===== src/rtl/lpht_pkg.sv =====
// lpht_pkg: shared types and codes for the linear probing hash table
// transaction structs, slot entry layout, command, status and mark codes
// no dependencies
package lpht_pkg;

   localparam int DEFAULT_SLOTS = 256;
   localparam int HASH_W = 32;
   localparam int KEY_W = 32;
   localparam int VALUE_W = 64;
   localparam int FILL_W = 9;
   localparam logic [FILL_W-1:0] FILL_LIMIT_RESET = 9'd192;

   localparam logic [1:0] CMD_INSERT = 2'd0;
   localparam logic [1:0] CMD_SEARCH = 2'd1;
   localparam logic [1:0] CMD_DELETE = 2'd2;

   localparam logic [1:0] ST_OK = 2'd0;
   localparam logic [1:0] ST_MISS = 2'd1;
   localparam logic [1:0] ST_FULL = 2'd2;

   localparam logic [1:0] MARK_EMPTY = 2'd0;
   localparam logic [1:0] MARK_LIVE = 2'd1;
   localparam logic [1:0] MARK_TOMB = 2'd2;

   typedef struct packed {
      logic [1:0]         cmd;
      logic [KEY_W-1:0]   key_id;
      logic [HASH_W-1:0]  key_hash;
      logic [VALUE_W-1:0] value_in;
   } req_type;

   typedef struct packed {
      logic [1:0]         status;
      logic [VALUE_W-1:0] value_out;
   } rsp_type;

   typedef struct packed {
      logic [1:0]         mark;
      logic [KEY_W-1:0]   key;
      logic [VALUE_W-1:0] value;
   } slot_type;

endpackage


===== src/rtl/lpht_mod.sv =====
// lpht_mod: start slot unit, key hash modulo the slot count
// registered mask for a power-of-two slot count, else reciprocal multiply, then back
// multiply, then one correcting subtract, each step registered; depends on lpht_pkg
module lpht_mod import lpht_pkg::*; #(
   parameter int SLOTS = DEFAULT_SLOTS,
   localparam int IdxW = $clog2(SLOTS)
) (
   input  logic              clock,
   input  logic              reset,
   input  logic              start,
   input  logic [HASH_W-1:0] hash,
   output logic              done,
   output logic [IdxW-1:0]   rem
);

   generate
      if ((SLOTS & (SLOTS - 1)) == 0) begin : g_mask
         logic            done_ff;
         logic [IdxW-1:0] rem_ff;

         always_ff @(posedge clock) begin
            if (reset) begin
               done_ff <= 1'b0;
            end else begin
               done_ff <= start;
            end
            if (start) begin
               rem_ff <= hash[IdxW-1:0];
            end
         end

         assign done = done_ff;
         assign rem = rem_ff;
      end else begin : g_recip
         localparam logic [2*HASH_W-1:0] RecipFull =
            ((2*HASH_W)'(1) << HASH_W) / (2*HASH_W)'(SLOTS);
         localparam logic [HASH_W-1:0] Recip = RecipFull[HASH_W-1:0];

         logic                step1_ff;
         logic                step2_ff;
         logic                done_ff;
         logic [HASH_W-1:0]   hash_ff;
         logic [HASH_W-1:0]   quot_ff;
         logic [IdxW:0]       part_ff;
         logic [IdxW-1:0]     rem_ff;
         logic [2*HASH_W-1:0] prod;
         logic [HASH_W-1:0]   back;
         logic [HASH_W-1:0]   diff;

         // quotient estimate is exact or one low, so the remainder is below 2 * SLOTS
         assign prod = (2*HASH_W)'(hash) * (2*HASH_W)'(Recip);
         assign back = quot_ff * HASH_W'(SLOTS);
         assign diff = hash_ff - back;

         always_ff @(posedge clock) begin
            if (reset) begin
               step1_ff <= 1'b0;
               step2_ff <= 1'b0;
               done_ff <= 1'b0;
            end else begin
               step1_ff <= start;
               step2_ff <= step1_ff;
               done_ff <= step2_ff;
            end
            if (start) begin
               hash_ff <= hash;
               quot_ff <= prod[2*HASH_W-1:HASH_W];
            end
            if (step1_ff) begin
               part_ff <= diff[IdxW:0];
            end
            if (step2_ff) begin
               if (part_ff >= (IdxW+1)'(SLOTS)) begin
                  rem_ff <= IdxW'(part_ff - (IdxW+1)'(SLOTS));
               end else begin
                  rem_ff <= part_ff[IdxW-1:0];
               end
            end
         end

         assign done = done_ff;
         assign rem = rem_ff;
      end
   endgenerate

endmodule


===== config.mk =====
export PLATFORM = sky130hd
export DESIGN_NAME = lpht_mod
export DESIGN_NICKNAME = d
export VERILOG_FILES = /design/src/rtl/lpht_pkg.sv /design/src/rtl/lpht_mod.sv
export SDC_FILE = /design/constraint.sdc
export NUM_CORES = 1
export LEC_CHECK = 0
export ABC_CLOCK_PERIOD_IN_PS = 800
export BUFFER_PORTS_ARGS = -buffer_cell sky130_fd_sc_hd__clkbuf_2
export CAP_MARGIN = 10
export CORE_AREA = 2 2 39 41
export CTS_BUF_LIST = sky130_fd_sc_hd__clkbuf_8
export DETAILED_ROUTE_END_ITERATION = 8
export DIE_AREA = 0 0 41 43
export PLACE_DENSITY = 0.7
export SYNTH_ARGS = -nofsm -noshare
export SYNTH_HDL_FRONTEND = slang
export SYNTH_SLANG_ARGS = --single-unit
export TNS_END_PERCENT = 5

===== constraint.sdc =====
create_clock -name clock -period 0.8 [get_ports clock]
set_clock_uncertainty 0.2 [all_clocks]
set_input_delay 0.12 -clock clock [delete_from_list [all_inputs] [get_ports clock]]
set_output_delay 0.12 -clock clock [all_outputs]
set_load 0.1 [all_outputs]

==> impl_metrics.env, run 1 <==
export IMPL_violations="hold timing, setup timing"
export IMPL_synth_avg_cell_area_um2=27.40
export IMPL_path_delay_family="flip-flops"
export IMPL_coreArea_um2=1384
export IMPL_crit_slowest_cell="edfxtp_1"
export IMPL_final_cells=49
export IMPL_dp_cells=45
export IMPL_seqCellArea_um2=261.5
export IMPL_synthMostInstantiatedCell="edfxtp_1"
export IMPL_p_per_area_nw_per_um2=2655
export IMPL_port_buffers=19
export IMPL_swShare_pct=31.50
export IMPL_status="finished with violations"
export IMPL_maxCapViolCount=0
export IMPL_synth_area_um2=274.0
export IMPL_p_sw_uw=477.2
export IMPL_crit_path_end_kind="primary output"
export IMPL_synth_seq_area_share_pct=94.98
export IMPL_multi_input_comb_area_um2=13.76
export IMPL_postSynth_topFlopCell="edfxtp_1"
export IMPL_power_total_mw=1.515
export IMPL_drt_iter0_drc=1
export IMPL_syn2layout_area_growth_pct=108.2
export IMPL_drc=0
export IMPL_grt_pass1_wl_um=814
export IMPL_peakVddDrop_mv=1.179
export IMPL_cts_buffers_inserted=3
export IMPL_top_level_ports=44
export IMPL_synthCells=10
export IMPL_min_period_over_period_pct=145.5
export IMPL_cp_cell_sequence="buf_12"
export IMPL_grt_max_degree=10
export IMPL_worst_ep_required_time_ns=0.48
export IMPL_hold_viol=9
export IMPL_ys_ff_latch=9
export IMPL_dr_total_vias=186
export IMPL_track_usage_pct=8.402
export IMPL_setup_viol=9
export IMPL_rsz0062_at_grt="yes"
export IMPL_yosys_warnings=0
export IMPL_start_kind="flop"
export IMPL_gp_congestion=0.5998
export IMPL_rows=14
export IMPL_clock_power_share_pct=32.8
export IMPL_cpPeakStageDelay_ns=0.42
export IMPL_dieArea_um2=1763
export IMPL_syn_nets=45
export IMPL_seqPwrFrac_pct=38.8
export IMPL_fmax_mhz=859.1
export IMPL_intPower_mw=1.038
export IMPL_antenna_found_initial=0
export IMPL_cts_max_level=1
export IMPL_clock_sinks=9
export IMPL_synth_top_cell_area_share_pct=87.67
export IMPL_timing_hold_ws_ns=-0.1347
export IMPL_layout_drive_gt1_share_pct=72.73
export IMPL_synth_area_leaders="edfxtp_1, dfxtp_1, nor2b_4"
export IMPL_critPathMaxFanout=1
export IMPL_clk_pin_slew_ns=0.04
export IMPL_initial_utilization_pct=19.80
export IMPL_hold_path_class="in2reg"
export IMPL_finalWorstSetupSlack_ns=-0.3641
export IMPL_yosysUniqueCellTypes=3
export IMPL_cp_num_buf_inv=1
export IMPL_vias_per_cell=3.796
export IMPL_period_minus_slack_ns=1.164
export IMPL_postLayoutCellArea_um2=570.5
export IMPL_finalWirelength_um=564
export IMPL_overflow=0
export IMPL_cts_tree="done"
export IMPL_firstDrtPassIters=3
export IMPL_synth_largest_area_cell="edfxtp_1"
export IMPL_combPwrFrac_pct=28.4
export IMPL_die_h_um=43
export IMPL_path_class="reg2out"
export IMPL_slew_headroom_pct=86.36
export IMPL_placed_cell_area_um2=525.5
export IMPL_first_global_vias=171
export IMPL_die_w_um=41
export IMPL_worstMarginPinSlew_ns=0.2046
export IMPL_synth_edf_count=8
export IMPL_synthArstFlopShare_pct=0
export IMPL_synth_common_cells="edfxtp_1, dfxtp_1, nor2b_4"
export IMPL_antenna_cells=0
export IMPL_ant_nets=0
export IMPL_cts_root_buf="clkbuf_8"
export IMPL_slew_violations=0
export IMPL_cts_buffer_depth=2
export IMPL_worst_ep_arrival_time_ns=0.84
export IMPL_wl_per_cell_um=11.51
export IMPL_fill_cells=113
export IMPL_fin_nets=69
export IMPL_leakage_nw=0.2465
-- per-stage QoR --
| stage | utilization, % | hold slack, ns | TNS [ns] | setup WS, ns |
|---|---|---|---|---|
| after floorplan | - | -0.02310 | -3.538 | -0.4240 |
| after global placement | 37.97 | 0.09791 | -1.129 | -0.1194 |
| after detailed placement | 37.97 | 0.09862 | -1.324 | -0.1301 |
| after CTS | 41.23 | -0.1363 | -3.179 | -0.3756 |
| after global routing | 41.23 | -0.1425 | -3.305 | -0.3850 |
| final | 41.23 | -0.1347 | -3.099 | -0.3641 |
-- final timing paths --
kind / from / endpoint / slack, ns / cells after the start
hold / removal: hash[3] / rem[3] / -0.13 / 1
setup / recovery: rem[7] / rem[7] / -0.36 / 1
-- layout make-up --
type                    instances  share of cell area [%]
flip-flops and latches          9                   45.83
repair buffers                 19                   40.35
clock buffers                   3                   7.237
well taps                      16                   3.509
multi-input cells               1                   2.412
clock inverters                 1                  0.6579
-- state kept, by name (all words and copies together) (netlist names) --
signal	cells
done	1
rem	8
-- routing by layer --
layer / share of wire, % / up-vias / track usage [%]
li1: - / 83 / -
met3: 14 / 4 / 4.188
met4: 4.1 / 0 / 12.00
met5: 0 / - / 0
met2: 39 / 22 / 8.125
met1: 42 / 77 / 10.31
-- power groups by stage --
stage                     registers, mW  clock network [mW]  logic [mW]
final                             0.587               0.497       0.431
after global routing              0.590               0.535       0.443
after CTS                         0.589               0.503       0.433
after detailed placement          0.597                   0       0.433
after global placement            0.594                   0       0.431
after floorplan                   0.828                   0     0.00442
-- timing repair --
item / in CTS / in global routing
endpoints found under the setup margin: 9 / 9
hold endpoints to repair: 9 / 9
gates resized for setup: 0 / 0
buffers inserted: 0 / 0
-- placed cells by master, fill, tap and decap left out --
master | netlist | final
nor2b_4 | 1 | 1
inv_1 | 0 | 1
clkbuf_8 | 0 | 3
buf_12 | 0 | 9
edfxtp_1 | 8 | 8
dfxtp_2 | 0 | 1
clkbuf_2 | 0 | 10
-- cell families (layout without fill, tap and decap cells) --
group | Yosys count | in the layout | synth area share, %
AND/OR/NAND/NOR | 1 | 1 | 5.022
flip-flops | 9 | 9 | 94.98
buffers and inverters | 0 | 23 | 0
Note: power is estimated with default switching activity, not from simulation.
==> run 2: changes to the inputs <==
ABC_CLOCK_PERIOD_IN_PS = 1100   (was 800)
clock period = 1.1 ns   (was 0.8 ns; I/O delays follow)
==> impl_metrics.env, run 2 (synthesis results as in run 1) <==
export IMPL_status="finished with violations"
export IMPL_violations="setup timing"
export IMPL_fin_nets=78
export IMPL_post_cts_buffers=0
export IMPL_finalCoreUtilization_pct=47.74
export IMPL_clock_sinks=9
export IMPL_cp_cell_sequence="buf_12"
export IMPL_dieArea_um2=1763
export IMPL_p_sw_uw=356.3
export IMPL_pre_cts_slack_ns=0.1249
export IMPL_clock_power_share_pct=32.2
export IMPL_slew_violations=0
export IMPL_critPathMaxFanout=1
export IMPL_overflow=0
export IMPL_met2_length_um=363
export IMPL_swShare_pct=31.48
export IMPL_peakVddDrop_mv=0.8704
export IMPL_fill_cells=101
export IMPL_seqPwrFrac_pct=37.8
export IMPL_gp_congestion=0.5998
export IMPL_crit_path_end_kind="primary output"
export IMPL_path_class="reg2out"
export IMPL_worst_ep_required_time_ns=0.73
export IMPL_worst_ep_arrival_time_ns=0.85
export IMPL_routed_top_layer="met4"
export IMPL_drt_iter0_drc=0
export IMPL_hold_path_class="in2reg"
export IMPL_grt_max_degree=10
export IMPL_setup_viol=9
export IMPL_cts_max_level=1
export IMPL_rows=14
export IMPL_cts_root_buf="clkbuf_8"
export IMPL_cts_buffer_depth=2
export IMPL_mostFrequentLayoutCell="clkbuf_2"
export IMPL_start_kind="flop"
export IMPL_antenna_cells=0
export IMPL_cts_tree="done"
export IMPL_wl_met1_um=271
export IMPL_path_delay_family="flip-flops"
export IMPL_maxCapViolCount=0
export IMPL_final_cell_mix="clkbuf_2, dlygate4sd3_1, buf_12, edfxtp_1, clkbuf_8"
export IMPL_top_level_ports=44
export IMPL_die_h_um=43
export IMPL_leakage_nw=0.2841
export IMPL_min_period_over_period_pct=110.6
export IMPL_cpPeakStageDelay_ns=0.43
export IMPL_met3WireLength_um=65
export IMPL_finalWorstSetupSlack_ns=-0.1163
export IMPL_period_minus_slack_ns=1.216
export IMPL_min_from="start"
export IMPL_clk_pin_slew_ns=0.04
export IMPL_slew_headroom_pct=85.75
export IMPL_grt_pass1_wl_um=1110
export IMPL_firstDrtPassIters=1
export IMPL_p_per_area_nw_per_um2=1713
export IMPL_hold_viol=0
export IMPL_worstMarginPinSlew_ns=0.2138
export IMPL_placed_cell_area_um2=525.5
export IMPL_finalWirelength_um=724
export IMPL_initial_utilization_pct=19.80
export IMPL_port_buffers=19
export IMPL_ant_nets=0
export IMPL_die_w_um=41
export IMPL_antenna_found_initial=0
export IMPL_syn2layout_area_growth_pct=141.1
export IMPL_largest_reg_flops=8
export IMPL_first_global_vias=240
export IMPL_layout_drive_gt1_share_pct=57.14
export IMPL_combPwrFrac_pct=30.0
export IMPL_crit_slowest_cell="edfxtp_1"
export IMPL_cp_num_buf_inv=1
export IMPL_fmax_mhz=822.2
export IMPL_cts_buffers_inserted=3
export IMPL_wl_per_cell_um=12.48
export IMPL_startpoint="rem[4]"
export IMPL_dr_total_vias=219
export IMPL_intPower_uw=775.6
export IMPL_drc=0
export IMPL_cts_repair_resized=0
export IMPL_coreArea_um2=1384
export IMPL_track_usage_pct=10.95
export IMPL_postLayoutCellArea_um2=660.6
export IMPL_vias_per_cell=3.776
export IMPL_rsz0062_at_grt="yes"
## run 2: cell types whose count changed in the layout (fill, tap and decap cells not counted)
cell / before / now
dlygate4sd3_1: 0 / 9
## run 2: power by group through the flow
stage / Clock [mW] / Sequential, mW / Combinational (mW)
global route: 0.389 / 0.429 / 0.350
global placement: 0 / 0.432 / 0.314
floorplan: 0 / 0.602 / 0.00322
detailed placement: 0 / 0.434 / 0.315
finish: 0.364 / 0.428 / 0.340
CTS: 0.366 / 0.429 / 0.340
## run 2: final cells by class
cell class | count | area [um^2] | area share (%)
Clock buffer | 3 | 41.29 | 6.250
Clock inverter | 1 | 3.754 | 0.5682
Multi-Input combinational cell | 1 | 13.76 | 2.083
Sequential cell | 9 | 261.5 | 39.58
Tap cell | 16 | 20.02 | 3.030
Timing Repair Buffer | 28 | 320.3 | 48.48
## run 2: path summary, 6_finish.rpt
check / endpoint / slack [ns] / cells after the start
hold / removal: rem[7] / 0.11 / 1
setup / recovery: rem[4] / -0.12 / 1
## run 2: timing repair
item | 4_1_cts | 5_1_grt
hold buffers | 9 | 0
endpoints found under the hold margin | 9 | 0
setup endpoints to repair | 9 | 9
## run 2: per-layer routing
layer  track usage [%]  up-vias
met5                 0        -
met4             12.00        0
met3             3.665        4
met2             15.00       22
met1             11.64       92
li1                  -      101
## run 2: stage by stage
step	power [mW]	cells	hold slack, ns	TNS (ns)
global route	1.169	58	0.1350	-1.024
CTS	1.134	58	0.1042	-0.8841
detailed placement	0.7491	45	0.1436	0
global placement	0.7457	45	0.1429	0
floorplan	0.6056	10	0.02190	-1.352
finish	1.132	58	0.1105	-0.8326
==> run 3: changes to the inputs <==
CTS_BUF_LIST = default   (was sky130_fd_sc_hd__clkbuf_8)
==> impl_metrics.env, run 3 (synthesis results as in run 1) <==
export IMPL_period_minus_slack_ns=1.249
export IMPL_start_kind="flop"
export IMPL_antenna_cells=0
export IMPL_track_usage_pct=10.33
export IMPL_die_w_um=41
export IMPL_hold_path_class="in2reg"
export IMPL_cts_buffer_depth=2
export IMPL_clock_sinks=9
export IMPL_dr_total_vias=217
export IMPL_intPower_uw=671.1
export IMPL_antenna_found_initial=0
export IMPL_top_level_ports=44
export IMPL_fin_nets=78
export IMPL_min_period_over_period_pct=113.6
export IMPL_clock_power_share_pct=24.3
export IMPL_worst_path_stages=1
export IMPL_combPwrFrac_pct=33.6
export IMPL_crit_slowest_cell="edfxtp_1"
export IMPL_fmax_mhz=800.4
export IMPL_whs_path_depth=1
export IMPL_drt_iter0_drc=0
export IMPL_critPathMaxFanout=1
export IMPL_path_class="reg2out"
export IMPL_coreArea_um2=1384
export IMPL_hold_viol=0
export IMPL_p_sw_uw=340.3
export IMPL_slew_headroom_pct=86.16
export IMPL_overflow=0
export IMPL_final_cell_mix="clkbuf_2, dlygate4sd3_1, buf_12, edfxtp_1, clkbuf_4"
export IMPL_finalWirelength_um=711
export IMPL_leakage_nw=0.2722
export IMPL_violations="setup timing"
export IMPL_rsz0062_at_grt="yes"
export IMPL_firstDrtPassIters=1
export IMPL_clk_pin_slew_ns=0.06
export IMPL_largest_reg_flops=8
export IMPL_seqCellArea_um2=261.5
export IMPL_path_delay_family="flip-flops"
export IMPL_startpoint="rem[4]"
export IMPL_seqPwrFrac_pct=42.1
export IMPL_holdPathEnd="rem[1]"
export IMPL_final_setup_tns_ns=-1.115
export IMPL_dp_cells=45
export IMPL_crit_path_end_kind="primary output"
export IMPL_mostFrequentLayoutCell="clkbuf_2"
export IMPL_grt_pass1_wl_um=1090
export IMPL_min_from="start"
export IMPL_grt_max_degree=10
export IMPL_first_global_vias=243
export IMPL_cp_cell_sequence="buf_12"
export IMPL_status="finished with violations"
export IMPL_wl_per_cell_um=12.26
export IMPL_cp_num_buf_inv=1
export IMPL_dieArea_um2=1763
export IMPL_cts_repair_resized=0
export IMPL_die_h_um=43
export IMPL_p_per_area_nw_per_um2=1576
export IMPL_ant_nets=0
export IMPL_syn2layout_area_growth_pct=134.2
export IMPL_vias_per_cell=3.741
export IMPL_worst_ep_required_time_ns=0.73
export IMPL_worstMarginPinSlew_ns=0.2076
export IMPL_worst_ep_arrival_time_ns=0.88
export IMPL_layout_drive_gt1_share_pct=57.14
export IMPL_cpPeakStageDelay_ns=0.43
export IMPL_port_buffers=19
export IMPL_initial_utilization_pct=19.80
export IMPL_finalWorstSetupSlack_ns=-0.1493
export IMPL_slew_violations=0
export IMPL_cts_max_level=1
export IMPL_setup_viol=9
export IMPL_rows=14
export IMPL_maxCapViolCount=0
export IMPL_swShare_pct=33.65
export IMPL_final_cells=58
export IMPL_cts_tree="done"
export IMPL_peakVddDrop_mv=0.5928
export IMPL_drc=0
export IMPL_fill_cells=111
export IMPL_cts_buffers_inserted=3
export IMPL_multi_input_comb_area_um2=13.76
export IMPL_cts_root_buf="clkbuf_4"
export IMPL_gp_congestion=0.5998
==> run 3: cell count changes in the layout (fill, tap and decap cells not counted) <==
| cell | delta |
|---|---|
| clkbuf_1 | +1 |
| clkbuf_4 | +3 |
| inv_1 | -1 |
| clkbuf_8 | -3 |
==> run 3: cell type report <==
| type | instances | area share, % |
|---|---|---|
| Sequential cell | 9 | 40.74 |
| Clock buffer | 4 | 4.094 |
| Timing Repair Buffer | 28 | 49.90 |
| Multi-Input combinational cell | 1 | 2.144 |
| Tap cell | 16 | 3.119 |
==> run 3: per-layer routing <==
metal	wire length [um]	track usage, %	vias up	share of wire, %
li1	-	-	101	-
met1	284	11.95	96	40
met2	368	14.06	20	52
met3	58	3.141	0	8.2
met4	0	10.00	0	0
met5	0	0	-	0
==> run 3: worst max path at each step <==
stage | end | slack (ns)
2_1_floorplan | rem[0] | -0.17
3_3_place_gp | rem[5] | 0.14
3_5_place_dp | rem[5] | 0.12
4_1_cts | rem[5] | -0.16
5_1_grt | rem[3] | -0.18
6_report | rem[4] | -0.15
==> run 3: through the flow <==
stage	area [um^2]	utilization [%]	hold WS, ns	power (mW)	worst slack [ns]
after floorplan	275.3	-	0.02190	0.6056	-0.1690
final	641.9	46.38	0.07595	1.011	-0.1493
after CTS	641.9	46.38	0.07168	1.022	-0.1593
after global placement	525.5	37.97	0.1429	0.7457	0.1356
after detailed placement	525.5	37.97	0.1436	0.7491	0.1249
after global routing	641.9	46.38	0.09079	1.060	-0.1772
==> run 3: repair_timing <==
action                                  4_1_cts  5_1_grt
hold endpoints to repair                      9        0
setup buffers                                 0        0
endpoints found under the setup margin        9        9
pin swaps                                     0        0
gates cloned                                  0        0
hold buffers                                  9        0
==> run 3: power groups by stage <==
stage	sequential (mW)	combinational [mW]	clock, mW
after floorplan	0.602	0.00322	0
after global placement	0.432	0.314	0
after detailed placement	0.434	0.315	0
after CTS	0.427	0.340	0.255
after global routing	0.428	0.350	0.282
final	0.426	0.340	0.245
